--- src/sv/kdlr_pkg.sv ---
// Package: shared constants, types and code table for the key debounce unit.
`timescale 1ns / 1ps
package kdlr_pkg;

  // Fixed field widths
  localparam int PIN_BITS      = 4;
  localparam int CODE_W        = 4;
  localparam int FILTER_W      = 7;
  localparam int FCOUNT_W      = 8;
  localparam int LONG_W        = 16;
  localparam int REPEAT_W      = 8;
  localparam int CFG_ADDR_W    = 2;
  localparam int CFG_DATA_W    = 16;

  // Defaults
  localparam int KEYS_DEFAULT  = 4;
  localparam int QUEUE_DEPTH   = 2;

  // Register reset values
  localparam logic [FILTER_W-1:0] FILTER_TIME_RST  = FILTER_W'(5);
  localparam logic [LONG_W-1:0]   LONG_TIME_RST    = LONG_W'(100);
  localparam logic [REPEAT_W-1:0] REPEAT_SPEED_RST = REPEAT_W'(5);
  localparam logic [PIN_BITS-1:0] ACTIVE_MASK_RST  = PIN_BITS'(1);

  // Filter counter starts at half the reset filter time
  localparam logic [FCOUNT_W-1:0] FCOUNT_RST = FCOUNT_W'(5 / 2);

  // Register indexes on the write port
  typedef enum logic [CFG_ADDR_W-1:0] {
    REG_FILTER_TIME  = 2'd0,
    REG_LONG_TIME    = 2'd1,
    REG_REPEAT_SPEED = 2'd2,
    REG_ACTIVE_MASK  = 2'd3
  } reg_idx_t;

  // Event slots per key, in emission order
  localparam int EV_PRESS   = 0;
  localparam int EV_LONG    = 1;
  localparam int EV_REPEAT  = 2;
  localparam int EV_RELEASE = 3;
  localparam int EV_PER_KEY = 4;

  // Code offsets from 3*key
  localparam int OFS_PRESS   = 1;
  localparam int OFS_RELEASE = 2;
  localparam int OFS_LONG    = 3;

  typedef struct packed {
    logic [FILTER_W-1:0] filter_time;
    logic [LONG_W-1:0]   long_time;
    logic [REPEAT_W-1:0] repeat_speed;
    logic [PIN_BITS-1:0] active_high_mask;
  } cfg_t;

  // Key code for event slot number i (key = i / EV_PER_KEY)
  function automatic logic [CODE_W-1:0] code_of(input int i);
    int k;
    int kind;
    int ofs;
    k    = i / EV_PER_KEY;
    kind = i % EV_PER_KEY;
    case (kind)
      EV_LONG:    ofs = OFS_LONG;
      EV_RELEASE: ofs = OFS_RELEASE;
      default:    ofs = OFS_PRESS;
    endcase
    return CODE_W'(3 * k + ofs);
  endfunction

endpackage

--- src/sv/kdlr_front.sv ---
// Front end: per-key debounce, long-press and repeat counters; turns a tick into events.
`timescale 1ns / 1ps
module kdlr_front #(
  parameter int KEYS = kdlr_pkg::KEYS_DEFAULT
) (
  input  logic                           clk,
  input  logic                           rst,
  input  kdlr_pkg::cfg_t                 cfg,
  input  logic                           accept,
  input  logic [kdlr_pkg::PIN_BITS-1:0]  pin_levels,
  output logic [kdlr_pkg::EV_PER_KEY*KEYS-1:0] events,
  output logic                           has_events
);

  logic [kdlr_pkg::PIN_BITS-1:0] down_bits;
  logic [kdlr_pkg::FCOUNT_W-1:0] ft8;
  logic [kdlr_pkg::FCOUNT_W-1:0] top8;

  // Pressed bits and the filter range
  assign down_bits  = ~(pin_levels ^ cfg.active_high_mask);
  assign ft8        = {1'b0, cfg.filter_time};
  assign top8       = {cfg.filter_time, 1'b0};
  assign has_events = |events;

  for (genvar k = 0; k < KEYS; k++) begin : g_key
    logic                          down;
    logic [kdlr_pkg::FCOUNT_W-1:0] fcnt, fcnt_next;
    logic                          pflag, pflag_next;
    logic [kdlr_pkg::LONG_W-1:0]   lcnt, lcnt_next;
    logic [kdlr_pkg::REPEAT_W-1:0] rcnt, rcnt_next;
    logic [kdlr_pkg::LONG_W:0]     lcnt_inc;
    logic [kdlr_pkg::REPEAT_W:0]   rcnt_inc;
    logic                          ev_press, ev_long, ev_rep, ev_rel;

    // Keys past the pin word never read as pressed
    if (k < kdlr_pkg::PIN_BITS) begin : g_pin
      assign down = down_bits[k];
    end else begin : g_nopin
      assign down = 1'b0;
    end

    assign lcnt_inc = {1'b0, lcnt} + 1'b1;
    assign rcnt_inc = {1'b0, rcnt} + 1'b1;

    // Next counter values and events for this tick
    always_comb begin
      fcnt_next  = fcnt;
      pflag_next = pflag;
      lcnt_next  = lcnt;
      rcnt_next  = rcnt;
      ev_press   = 1'b0;
      ev_long    = 1'b0;
      ev_rep     = 1'b0;
      ev_rel     = 1'b0;
      if (down) begin
        if (fcnt < ft8) begin
          fcnt_next = ft8;
        end else if (fcnt < top8) begin
          fcnt_next = fcnt + 1'b1;
        end else begin
          if (!pflag) begin
            pflag_next = 1'b1;
            ev_press   = 1'b1;
          end
          if (cfg.long_time != '0) begin
            if (lcnt < cfg.long_time) begin
              lcnt_next = lcnt_inc[kdlr_pkg::LONG_W-1:0];
              ev_long   = (lcnt_inc == {1'b0, cfg.long_time});
            end else if (cfg.repeat_speed != '0) begin
              if (rcnt_inc >= {1'b0, cfg.repeat_speed}) begin
                rcnt_next = '0;
                ev_rep    = 1'b1;
              end else begin
                rcnt_next = rcnt_inc[kdlr_pkg::REPEAT_W-1:0];
              end
            end
          end
        end
      end else begin
        if (fcnt > ft8) begin
          fcnt_next = ft8;
        end else if (fcnt != '0) begin
          fcnt_next = fcnt - 1'b1;
        end else if (pflag) begin
          pflag_next = 1'b0;
          ev_rel     = 1'b1;
        end
        lcnt_next = '0;
        rcnt_next = '0;
      end
    end

    // State advances only on an accepted tick
    always_ff @(posedge clk) begin
      if (rst) begin
        fcnt  <= kdlr_pkg::FCOUNT_RST;
        pflag <= 1'b0;
        lcnt  <= '0;
        rcnt  <= '0;
      end else if (accept) begin
        fcnt  <= fcnt_next;
        pflag <= pflag_next;
        lcnt  <= lcnt_next;
        rcnt  <= rcnt_next;
      end
    end

    assign events[k*kdlr_pkg::EV_PER_KEY + kdlr_pkg::EV_PRESS]   = ev_press;
    assign events[k*kdlr_pkg::EV_PER_KEY + kdlr_pkg::EV_LONG]    = ev_long;
    assign events[k*kdlr_pkg::EV_PER_KEY + kdlr_pkg::EV_REPEAT]  = ev_rep;
    assign events[k*kdlr_pkg::EV_PER_KEY + kdlr_pkg::EV_RELEASE] = ev_rel;
  end

endmodule

--- src/sv/kdlr_fifo.sv ---
// Small flop-based queue of event vectors between front and back end.
`timescale 1ns / 1ps
module kdlr_fifo #(
  parameter int WIDTH = kdlr_pkg::EV_PER_KEY * kdlr_pkg::KEYS_DEFAULT,
  parameter int DEPTH = kdlr_pkg::QUEUE_DEPTH
) (
  input  logic             clk,
  input  logic             rst,
  input  logic             wr,
  input  logic [WIDTH-1:0] din,
  input  logic             rd,
  output logic [WIDTH-1:0] dout,
  output logic             full,
  output logic             empty
);

  localparam int PTR_W = (DEPTH > 1) ? $clog2(DEPTH) : 1;
  localparam int CNT_W = $clog2(DEPTH + 1);

  logic [WIDTH-1:0] mem [DEPTH];
  logic [PTR_W-1:0] wr_ptr, rd_ptr;
  logic [CNT_W-1:0] count;
  logic             do_wr, do_rd;

  assign full  = (count == CNT_W'(DEPTH));
  assign empty = (count == '0);
  assign do_wr = wr && !full;
  assign do_rd = rd && !empty;
  assign dout  = mem[rd_ptr];

  // Storage
  always_ff @(posedge clk) begin
    if (do_wr) begin
      mem[wr_ptr] <= din;
    end
  end

  // Pointers and fill count
  always_ff @(posedge clk) begin
    if (rst) begin
      wr_ptr <= '0;
      rd_ptr <= '0;
      count  <= '0;
    end else begin
      if (do_wr) begin
        wr_ptr <= (wr_ptr == PTR_W'(DEPTH - 1)) ? '0 : wr_ptr + 1'b1;
      end
      if (do_rd) begin
        rd_ptr <= (rd_ptr == PTR_W'(DEPTH - 1)) ? '0 : rd_ptr + 1'b1;
      end
      if (do_wr && !do_rd) begin
        count <= count + 1'b1;
      end else if (do_rd && !do_wr) begin
        count <= count - 1'b1;
      end
    end
  end

endmodule

--- src/sv/kdlr_back.sv ---
// Back end: serializes one event vector into key codes through an output register.
`timescale 1ns / 1ps
module kdlr_back #(
  parameter int KEYS = kdlr_pkg::KEYS_DEFAULT
) (
  input  logic                                 clk,
  input  logic                                 rst,
  input  logic                                 q_empty,
  input  logic [kdlr_pkg::EV_PER_KEY*KEYS-1:0] q_data,
  output logic                                 q_pop,
  input  logic                                 pop,
  output logic                                 empty,
  output logic [kdlr_pkg::CODE_W-1:0]          key_code,
  output logic                                 last
);

  localparam int EV_W = kdlr_pkg::EV_PER_KEY * KEYS;

  logic [EV_W-1:0]             cur, cur_clr, sel_bit;
  logic                        out_valid;
  logic                        emit;
  logic [kdlr_pkg::CODE_W-1:0] sel_code;

  // Lowest pending event goes first
  assign sel_bit = cur & (~cur + 1'b1);
  assign emit    = (cur != '0) && (!out_valid || pop);
  assign cur_clr = emit ? (cur & ~sel_bit) : cur;
  assign q_pop   = (cur_clr == '0) && !q_empty;
  assign empty   = !out_valid;

  // Code of the selected event
  always_comb begin
    sel_code = '0;
    for (int i = 0; i < EV_W; i++) begin
      if (sel_bit[i]) begin
        sel_code = sel_code | kdlr_pkg::code_of(i);
      end
    end
  end

  // Working vector: refilled from the queue as soon as it drains
  always_ff @(posedge clk) begin
    if (rst) begin
      cur <= '0;
    end else if (q_pop) begin
      cur <= q_data;
    end else begin
      cur <= cur_clr;
    end
  end

  // Output register
  always_ff @(posedge clk) begin
    if (rst) begin
      out_valid <= 1'b0;
    end else if (emit) begin
      out_valid <= 1'b1;
    end else if (pop) begin
      out_valid <= 1'b0;
    end
  end

  always_ff @(posedge clk) begin
    if (emit) begin
      key_code <= sel_code;
      last     <= (cur_clr == '0);
    end
  end

endmodule

--- src/sv/key_debounce_long_repeat_unit.sv ---
// Key debounce unit: a tick's events pass the event queue, working vector and
// output register. Results leave at one code per cycle while pop is held; a
// tick is accepted every cycle while the two-entry event queue has room, so
// the result port sets the rate. A tick that causes no code produces no result.
// Synchronous reset: registers to defaults, filter counters to 2, no results.
`timescale 1ns / 1ps
module key_debounce_long_repeat_unit #(
  parameter int KEYS = kdlr_pkg::KEYS_DEFAULT
) (
  input  logic                             clk,
  input  logic                             rst,
  input  logic                             push,
  output logic                             full,
  input  logic [kdlr_pkg::PIN_BITS-1:0]    pin_levels,
  output logic                             empty,
  input  logic                             pop,
  output logic [kdlr_pkg::CODE_W-1:0]      key_code,
  output logic                             last,
  input  logic                             cfg_wr_en,
  input  logic [kdlr_pkg::CFG_ADDR_W-1:0]  cfg_addr,
  input  logic [kdlr_pkg::CFG_DATA_W-1:0]  cfg_data
);

  localparam int EV_W = kdlr_pkg::EV_PER_KEY * KEYS;

  kdlr_pkg::cfg_t  cfg;
  logic            accept;
  logic [EV_W-1:0] events, q_data;
  logic            has_events;
  logic            q_full, q_empty, q_pop;

  assign accept = push && !full;
  assign full   = q_full;

  // Configuration registers
  always_ff @(posedge clk) begin
    if (rst) begin
      cfg.filter_time      <= kdlr_pkg::FILTER_TIME_RST;
      cfg.long_time        <= kdlr_pkg::LONG_TIME_RST;
      cfg.repeat_speed     <= kdlr_pkg::REPEAT_SPEED_RST;
      cfg.active_high_mask <= kdlr_pkg::ACTIVE_MASK_RST;
    end else if (cfg_wr_en) begin
      unique case (cfg_addr)
        kdlr_pkg::REG_FILTER_TIME:
          cfg.filter_time <= cfg_data[kdlr_pkg::FILTER_W-1:0];
        kdlr_pkg::REG_LONG_TIME:
          cfg.long_time <= cfg_data[kdlr_pkg::LONG_W-1:0];
        kdlr_pkg::REG_REPEAT_SPEED:
          cfg.repeat_speed <= cfg_data[kdlr_pkg::REPEAT_W-1:0];
        kdlr_pkg::REG_ACTIVE_MASK:
          cfg.active_high_mask <= cfg_data[kdlr_pkg::PIN_BITS-1:0];
        default: ;
      endcase
    end
  end

  kdlr_front #(.KEYS(KEYS)) u_front (
    .clk        (clk),
    .rst        (rst),
    .cfg        (cfg),
    .accept     (accept),
    .pin_levels (pin_levels),
    .events     (events),
    .has_events (has_events)
  );

  kdlr_fifo #(.WIDTH(EV_W), .DEPTH(kdlr_pkg::QUEUE_DEPTH)) u_fifo (
    .clk   (clk),
    .rst   (rst),
    .wr    (accept && has_events),
    .din   (events),
    .rd    (q_pop),
    .dout  (q_data),
    .full  (q_full),
    .empty (q_empty)
  );

  kdlr_back #(.KEYS(KEYS)) u_back (
    .clk      (clk),
    .rst      (rst),
    .q_empty  (q_empty),
    .q_data   (q_data),
    .q_pop    (q_pop),
    .pop      (pop),
    .empty    (empty),
    .key_code (key_code),
    .last     (last)
  );

endmodule

--- config.mk ---
export PLATFORM = sky130hd
export DESIGN_NAME = key_debounce_long_repeat_unit
export DESIGN_NICKNAME = d
export VERILOG_FILES = /design/src/sv/kdlr_pkg.sv /design/src/sv/kdlr_front.sv /design/src/sv/kdlr_fifo.sv /design/src/sv/kdlr_back.sv /design/src/sv/key_debounce_long_repeat_unit.sv
export SDC_FILE = /design/constraint.sdc
export NUM_CORES = 1
export LEC_CHECK = 0
export BUFFER_PORTS_ARGS = -buffer_cell sky130_fd_sc_hd__buf_4
export CORE_UTILIZATION = 40
export DETAILED_ROUTE_END_ITERATION = 6
export MAX_ROUTING_LAYER = met4
export SYNTH_ARGS = -nofsm -noshare
export SYNTH_HDL_FRONTEND = slang
export SYNTH_SLANG_ARGS = --single-unit
--- constraint.sdc ---
create_clock -name clk -period 4.8 [get_ports clk]
set_input_delay 0.24 -clock clk [delete_from_list [all_inputs] [get_ports clk]]
set_output_delay 0.24 -clock clk [all_outputs]
set_load 0.005 [all_outputs]
After elaboration in Yosys (flattened, before gate mapping)
Memory sizes are Yosys's and may differ from the RTL's. A register that Yosys moved wholly into a read port is not among the register bits.
Cells that the tools add are included.
Storage, ports and cells
  register bits after elaboration: 193
  bits in writable memories: 32
  bits of input ports: 27
  output and inout port bits: 7
  logic and storage cells: 408
  memories: 1
Memories
  u_fifo.mem: words 2, bits a word 16, rd ports 1, clocked after memory_dff 1, write ports 1, line kdlr_fifo.sv:20  | logic [WIDTH-1:0] mem [DEPTH];
Cells by class
  add/sub/neg operators: 33
  $lt $le $gt $ge: 20
  eq/ne operators: 44
  multiplexer cells: 211
  bitwise operators: 21
  reductions and logical operators: 51
Operator list (count)
  $mux 8: 48
  $mux 16: 22
  $mux 4: 30
  $mux 1: 109
  $add 16x1->17 const B: 4
  $eq 17x16->1: 4
  $lt 16x16->1: 4
  $or 4x4->4: 15
  $ne 2x2->1 const B: 24
  $reduce_and 5->1: 8
  $reduce_bool 8->1: 5
  $add 8x1->9 const B: 4
  $ge 9x8->1: 4
  $add 4x4->4 const A: 8
  $add 8x1->8 const B: 4
  $and 16x16->16: 2
  $gt 8x7->1: 4
  $lt 8x7->1: 4
  $lt 8x8->1: 4
  $not 16->16: 2
  $reduce_bool 16->1: 2
  $sub 8x1->8 const B: 4
  $reduce_and 6->1: 4
  $add 16x1->16 const B: 1
  other kinds (21): 60

Longest topological paths before layout
Gate-level depths: netlist of run 1.
  depth after elaboration: 34
  gate-level depth with buffers: 18
  mapped depth without buffers: 18

Modules after synthesis
Synthesis of run 1 repeated with hierarchy kept, for this count alone.
Unflattened totals
  cell total of the unflattened synthesis: 2135
  area, all modules: 17683.2 um^2
By module, submodules not included
  kdlr_front: instances 1, cells each 1762, area an instance 13447.9 um^2, seq. area each 2642.5 um^2
  key_debounce_long_repeat_unit: instances 1, cells each 142, area an instance 1472.7 um^2, seq. area each 700.7 um^2
  kdlr_back: instances 1, cells each 156, area an instance 1393.8 um^2, seq. area each 490.5 um^2
  kdlr_fifo: instances 1, cells each 75, area an instance 1368.8 um^2, seq. area each 1061.0 um^2

Least setup slack after synthesis of run 1
OpenSTA, ideal clock, no wires.
  path type: flip-flop to flip-flop
  start point: register, netlist name cfg[34]
  end point: memory u_fifo.mem[0][0] (netlist bit), enable pin
  setup time: 0.390 ns
  data arrival time: 3.528 ns
  required time: 4.410 ns
  path slack: 0.881 ns
  stages on the path, launching flop included: 13
  buffers on the path: 1
  clock period less this slack: 3.919 ns
  cell sequence: dfxtp_1 > inv_1 > ha_1 > nand4b_1 > a211o_1 > and3_1 > clkbuf_1 > or4_1 > nor4_1 > a2111oi_0 > nand4_1 > o21a_1 > nor2b_1
On the way
  cells in the longest elaborated chain, start to end: 9
  elaborated cells on any way between the ends: 61
  those cells by class: order compare (12); mux (46); reduce/logical (3)
Ends and longest elaborated chain
  $lt 8x8->1: line kdlr_front.sv:58  | end else if (fcnt < top8) begin
  $mux 1: line kdlr_front.sv:58
  $mux 1: line kdlr_front.sv:56  | if (fcnt < ft8) begin
  $mux 1: line kdlr_front.sv:55  | if (down) begin
  $reduce_or 16->1 (*): line kdlr_front.sv:23  | assign has_events = |events;
  $logic_and 1x1->1 (*): line key_debounce_long_repeat_unit.sv:70  | .wr (accept && has_events),
  $logic_and 1x1->1 (*): line kdlr_fifo.sv:27  | assign do_wr = wr && !full;
  net u_fifo.do_wr: line kdlr_fifo.sv:23  | logic do_wr, do_rd;
  $mux 1 (*): line kdlr_fifo.sv:33  | if (do_wr) begin
  $mux 1 (not written as such) (*): line kdlr_fifo.sv:34  | mem[wr_ptr] <= din;
  end: declaration: line kdlr_fifo.sv:20
The timed path passes the listed nets; every way through them passes the cells marked *.

Worst setup path in the final report of run 1
  start point: register, netlist name cfg[29]
  end point: register u_fifo.count[1]
On the way
  cells in the longest elaborated chain, start to end: 10
  elaborated cells on any way between the ends: 64
  those cells by class: order compare (12); mux (45); reduce/logical (7)
Ends and longest elaborated chain
  $lt 8x8->1: line kdlr_front.sv:58
  $mux 1: line kdlr_front.sv:58
  $mux 1: line kdlr_front.sv:56
  $mux 1: line kdlr_front.sv:55
  $reduce_or 16->1 (*): line kdlr_front.sv:23
  $logic_and 1x1->1 (*): line key_debounce_long_repeat_unit.sv:70
  $logic_and 1x1->1 (*): line kdlr_fifo.sv:27
  net u_fifo.do_wr: line kdlr_fifo.sv:23
  $logic_not 1->1: line kdlr_fifo.sv:53  | end else if (do_rd && !do_wr) begin
  $logic_and 1x1->1: line kdlr_fifo.sv:53
  $reduce_bool 2->1 (no line)
  end signal: assignment: line kdlr_fifo.sv:52  | count <= count + 1'b1;
  end signal: assignment: line kdlr_fifo.sv:54  | count <= count - 1'b1;
  end: declaration: line kdlr_fifo.sv:22  | logic [CNT_W-1:0] count;
Marked as above.
A chain may end at the register's enable or synchronous reset.

==> impl_metrics.ini, run 1 <==
[routing]
via_count = 16500
drt_iter0_drc = 1131
dr.pass1.iters = 5
wl_per_cell_um = 20.0
drc = 0
wl_um = 53700
viasPerCell = 6.12
postRouteAntennaNets = 0

[clock_network]
cts.path.max_buffers = 3
root_buffer = clkbuf_16
insertion_delay_ps = 600
htreeDepth = 1
numCtsBuffers = 28
cts.clk_slew.worst_paths_ps = 60
cts_tree = built
cts.sinks = 226

[min_path]
hold_class = in -> reg

[timing]
fin_setup_tns_ps = 0
final-setup-viol-count = 0
tightest_slew_ps = 1160
skew_ps = 25.1
relSlewSlack_pct = 22.3
worst_slack_ps = 528
rsz0062_at_grt = no
hold_viol_final = 0
fin_crit_sh_pct = 89.0
fin_crit_ps = 4270
timing_max_transition_violations_final = 0
fmax_ghz = 0.234

[synth]
yosysSeqAreaShare_pct = 28.8
ys_warn_count = 0
avgSynthCellArea_um2 = 7.98
mappedNetlistNets = 2320
synthCells = 2128
synthDistinctLibCells = 81
synth-edff-count = 37
ys_async_sr_fraction_pct = 0
synth_flop_cell = dfxtp_1
ys_ff_latch = 226
netlist_area_mm2 = 0.0170

[cells_and_area]
drive_gt1_share_pct = 6.64
syn2layout_area_growth_pct = 11.3
nets = 2325
antenna_cells = 0
seqCellArea_mm2 = 0.00489
fill_cells = 4150
multi_input_area_mm2 = 0.0114

[flow_run]
drv_cap = 0

[global_routing]
grt-ovfl-total = 0
grt_first_pass_wirelength_um = 85000
grt_max_degree = 96
gr-usage-all-layers_pct = 25.1
grt_antenna_before_repair = 0
grt_pass1_vias = 15500

[die]
num_io_pins = 34
die_x_um = 208
rows = 75
core_area_mm2 = 0.0419
initial_core_util_pct = 40.5
die-area_mm2 = 0.0433
die_h_um = 208

[placement]
pre_cts_ws_ps = 583
hpwl_um = 39200
place_congestion = 0.918
io_buffers = 33

[power]
total_leakage_power_nw = 7.28
powerDensity_mw_per_mm2 = 408
vdd_drop_max_mv = 0.279
power_mw = 7.71

[critical_path]
critPathKind = reg -> reg
start_kind = flop
cp.arrival_ps = 4790
critPathMaxFanout = 11
crit_required_ps = 5320
critPathCaptureType = flop

[run_status]
status = finished, final reports clean
## final cells by class
cell class / count / area share, %
Tap cell: 539 / 3.57
Multi-Input combinational cell: 1721 / 60.3
Sequential cell: 226 / 25.9
Timing Repair Buffer: 87 / 3.69
Clock inverter: 15 / 1.18
Clock buffer: 35 / 3.95
Inverter: 69 / 1.37
## timing repair
action / 4_1_cts / 5_1_grt
hold buffers: 16 / 0
resized for setup: 0 / 0
hold endpoints to repair: 35 / 0
setup buffers: 0 / 0
## synthesized netlist by cell type (7+ instances only)
cell	number	share of area, %
a21oi_1	197	5.8
nor2_1	191	4.2
dfxtp_1	189	22
nand2_1	178	3.9
ha_1	165	12
o21ai_0	128	3.8
clkbuf_1	102	2.3
nand3_1	77	2.3
inv_1	69	1.5
xnor2_1	60	3.1
xor2_1	52	2.7
nand4_1	47	1.7
or3_1	41	1.5
and3_1	37	1.4
edfxtp_1	37	6.5
nor3_1	35	1.0
nand2b_1	33	1.2
nor4_1	31	1.1
a22oi_1	29	1.3
mux2i_1	29	1.7
nor2b_1	29	1.1
a31oi_1	24	0.88
or4_1	23	1.0
o211ai_1	22	0.97
nand3b_1	20	0.88
o22ai_1	20	0.74
a211oi_1	18	0.80
a311oi_1	18	0.93
a21o_1	15	0.66
o21a_1	15	0.66
a211o_1	12	0.62
nor3b_1	12	0.53
o31ai_1	12	0.53
or2_2	12	0.44
and2_1	9	0.33
and4_1	8	0.41
a2111o_1	7	0.46
buf_1	7	0.15
nand4b_1	7	0.36
o221ai_1	7	0.36
## registers in the layout (all words and copies together), names as in the netlist, named ones only
signal               count
cfg                     35
u_back.cur              16
u_back.key_code          4
u_back.last              1
u_back.out_valid         1
u_fifo.count             2
u_fifo.mem              32
u_fifo.rd_ptr            1
u_fifo.wr_ptr            1
u_front.g_key.fcnt      32
u_front.g_key.lcnt      64
u_front.g_key.pflag      4
u_front.g_key.rcnt      32
## cells in the final DEF, fill, tap and decap left out, types with 15 or more instances in the layout
cell and count:
a22oi_1 29, dfxtp_1 189, nand3_1 77, a31oi_1 24
nand4_1 47, nor2_1 191, inv_1 69, or4_1 23
a21o_1 15, nor3_1 35, o22ai_1 20, dlygate4sd3_1 16
nand2_1 178, mux2i_1 29, a211oi_1 18, xnor2_1 60
nor2b_1 29, nand2b_1 33, or3_1 41, nand3b_1 20
o21a_1 15, a311oi_1 18, ha_1 165, buf_4 70
o21ai_0 128, nor4_1 31, and3_1 37, edfxtp_1 37
a21oi_1 197, clkbuf_16 28, xor2_1 52, o211ai_1 22
## path summary, 6_finish.rpt
| kind | startpoint | end | slack [ps] | cells after the start |
|---|---|---|---|---|
| setup / recovery | cfg[29]$_SDFFE_PP0P_ | u_fifo.count[1]$_SDFFE_PP0P_ | 530 | 13 |
| hold / removal | rst | u_front.g_key[0].fcnt[6]$_SDFFE_PP0P_ | 110 | 2 |
| setup reg to reg | cfg[29]$_SDFFE_PP0P_ | u_fifo.count[1]$_SDFFE_PP0P_ | 530 | 13 |
| hold reg to reg | cfg[8]$_SDFFE_PP0P_ | cfg[8]$_SDFFE_PP0P_ | 470 | 2 |
## critical path: stages, from the launching register on
cell and delay, ps:
dfxtp_1 450, inv_1 320, ha_1 410, nand2b_1 60, a211o_1 300, and3_1 270, or4_1 650, nor4_1 430
a2111oi_0 170, nand4_1 190, o21a_1 180, ha_1 270, or3_1 350, a21oi_1 140
## metrics by stage
| step | area, µm² | std cells | hold slack, ps | utilization, % |
|---|---|---|---|---|
| final | 18900 | 2692 | 112 | 45.1 |
| after global routing | 18900 | 2692 | 125 | 45.1 |
| after CTS | 18900 | 2692 | 94.3 | 45.1 |
| after detailed placement | 17800 | 2626 | 460 | 42.4 |
| after global placement | 17800 | 2626 | 453 | 42.4 |
| after floorplan | 17000 | 2128 | 364 | - |
## kinds of logic after synthesis
family | share of synthesized area [%]
mux | 2.31
xor+xnor | 5.78
fa+ha+maj | 12.3
buf+inv | 4.06
compound gates | 22.3
simple gates | 24.4
flops | 28.8
## report_power, final
group | internal [mW] | switching [mW] | total [mW]
Sequential | 2.21 | 0.330 | 2.54
Clock | 1.37 | 0.893 | 2.26
Combinational | 1.13 | 1.79 | 2.92
Total | 4.70 | 3.01 | 7.71
## layer usage
metal	global-route usage (%)	vias to the layer above	part of all wire, %
li1	-	7957	-
met1	31.6	7927	44
met2	41.6	481	47
met3	2.78	117	4.8
met4	8.97	0	3.6
met5	-	-	0
No activity file was read; power rests on OpenSTA's default activity.
==> run 2: changes to the inputs <==
--- a/config.mk
+++ b/config.mk
@@ -5,7 +5,7 @@
 export SDC_FILE = /design/constraint.sdc
 export NUM_CORES = 1
 export LEC_CHECK = 0
-export BUFFER_PORTS_ARGS = -buffer_cell sky130_fd_sc_hd__buf_4
+export BUFFER_PORTS_ARGS = -buffer_cell sky130_fd_sc_hd__buf_2
 export CORE_UTILIZATION = 40
 export DETAILED_ROUTE_END_ITERATION = 6
 export MAX_ROUTING_LAYER = met4
==> run 2 against run 1 <==
  * First-iteration DRC count up 9.9%
  * Cell count grew 0.33%
  * Sequential share of layout area hardly changed
  * Flip-flop and latch count did not move
  * Die area stayed put
==> impl_metrics.ini, run 2 (synthesis results as in run 1) <==
[global_routing]
grt_pass1_vias = 15500
grt-ovfl-total = 0
grt_max_degree = 94
grt_first_pass_wirelength_um = 85800
gr-usage-all-layers_pct = 25.4
grt_antenna_before_repair = 2

[die]
die_h_um = 208
num_io_pins = 34
die_x_um = 208
die-area_mm2 = 0.0433
initial_core_util_pct = 40.5
core_area_mm2 = 0.0419
rows = 75

[clock_network]
cts_setup_buffers = 0
numCtsBuffers = 29
cts_tree = built
cts.sinks = 226
htreeDepth = 1
cts.clk_slew.worst_paths_ps = 70
cts.path.max_buffers = 3
root_buffer = clkbuf_16
insertion_delay_ps = 600

[run_status]
status = finished, final reports clean

[critical_path]
crit_required_ps = 5290
worstReg2RegStart = cfg[30]$_SDFFE_PP1P_
critPathMaxFanout = 13
startpoint = cfg[30]$_SDFFE_PP1P_
critPathCaptureType = flop
start_kind = flop
critPathKind = reg -> reg
reg2reg_depth = 11
cp.arrival_ps = 4720

[power]
p_sw_share_pct = 39.5
power_mw = 7.70
power_switching_mw = 3.04
clockPowerShare_pct = 29.9
total_leakage_power_nw = 7.28
p_int_mw = 4.66
p_seq_share_pct = 32.9
vdd_drop_max_mv = 0.277
power_frac_comb_pct = 37.2
powerDensity_mw_per_mm2 = 408

[timing]
fmax_ghz = 0.236
timing_max_transition_violations_final = 0
relSlewSlack_pct = 12.0
fin_crit_sh_pct = 88.2
fin_setup_tns_ps = 0
skew_ps = 23.9
final-setup-viol-count = 0
fin_crit_ps = 4230
tightest_slew_ps = 1310
rsz0062_at_grt = no
hold_viol_final = 0
whs_ps = 24.8

[cells_and_area]
multi_input_area_mm2 = 0.0114
design_area_mm2 = 0.0189
seqCellArea_mm2 = 0.00489
final_common_cell = a21oi_1
regMostFlops = u_front.g_key.lcnt
reg.largest.list = u_front.g_key.lcnt x64, cfg x35
fill_cells = 4191
drive_gt1_share_pct = 7.08
final_cell_mix = a21oi_1, nor2_1, dfxtp_1
largest_register_ff_count = 64
utilization_pct = 45.0
nets = 2329
syn2layout_area_growth_pct = 11.1

[routing]
postRouteAntennaNets = 0
drc = 0
drt_iter0_drc = 1243
wl_um = 54000
wl_per_cell_um = 20.0
viasPerCell = 6.08
via_count = 16400
dr.pass1.iters = 5

[flow_run]
drv_cap = 0

[min_path]
holdPathStages = 3
min-delay-start = cfg_data[2]
hold_class = in -> reg

[placement]
io_buffers = 33
hpwl_um = 38900
dpl_cell_area_mm2 = 0.0177
place_congestion = 0.965
[run 2: area by class of cell]
class	instances	share of cell area, %
Antenna cell	2	0.0265
Clock buffer	38	4.24
Clock inverter	16	1.02
Inverter	69	1.37
Multi-Input combinational cell	1721	60.5
Sequential cell	226	25.9
Tap cell	539	3.57
Timing Repair Buffer	90	3.38
[run 2: power by group through the flow]
stage / Sequential, mW / Clock, mW / Combinational [mW]
after global routing: 2.57 / 2.41 / 3.21
after CTS: 2.53 / 2.35 / 2.85
after detailed placement: 2.56 / 0 / 2.82
final: 2.53 / 2.30 / 2.87
after floorplan: 2.43 / 0 / 2.18
after global placement: 2.56 / 0 / 2.79
[run 2: worst paths after layout]
kind              slack, ps                               endpoint
setup / recovery        570  u_front.g_key[0].rcnt[6]$_SDFFE_PP0P_
hold / removal           20                   cfg[30]$_SDFFE_PP1P_
setup reg to reg        570  u_front.g_key[0].rcnt[6]$_SDFFE_PP0P_
hold reg to reg         470                   cfg[10]$_SDFFE_PP0P_
[run 2: repair_timing]
| action | CTS | global route |
|---|---|---|
| endpoints found under the hold margin | 19 | 0 |
| hold buffers | 15 | 0 |
| resized for setup | 0 | 0 |
[run 2: worst max-delay path: stages (launching register included)]
cell	delay, ps
dfxtp_1	510
inv_1	300
ha_1	390
nand2_1	50
o21ai_0	160
a311oi_1	150
a211oi_1	550
o21ai_1	280
buf_4	250
nor3_1	1030
a21oi_1	160
a311oi_1	270
[run 2: through the flow]
step	std cells	setup WS [ps]
2_1_floorplan	2128	881
3_3_place_gp	2630	646
3_5_place_dp	2630	634
4_1_cts	2699	563
5_1_grt	2701	241
6_report	2701	565
[run 2: layer usage]
layer / global-route usage [%] / vias up / wire [µm]
met3: 3.52 / 114 / 2800
met5: - / - / 0
met2: 41.4 / 488 / 25100
met4: 7.43 / 0 / 1730
li1: - / 7973 / -
met1: 32.8 / 7840 / 24500
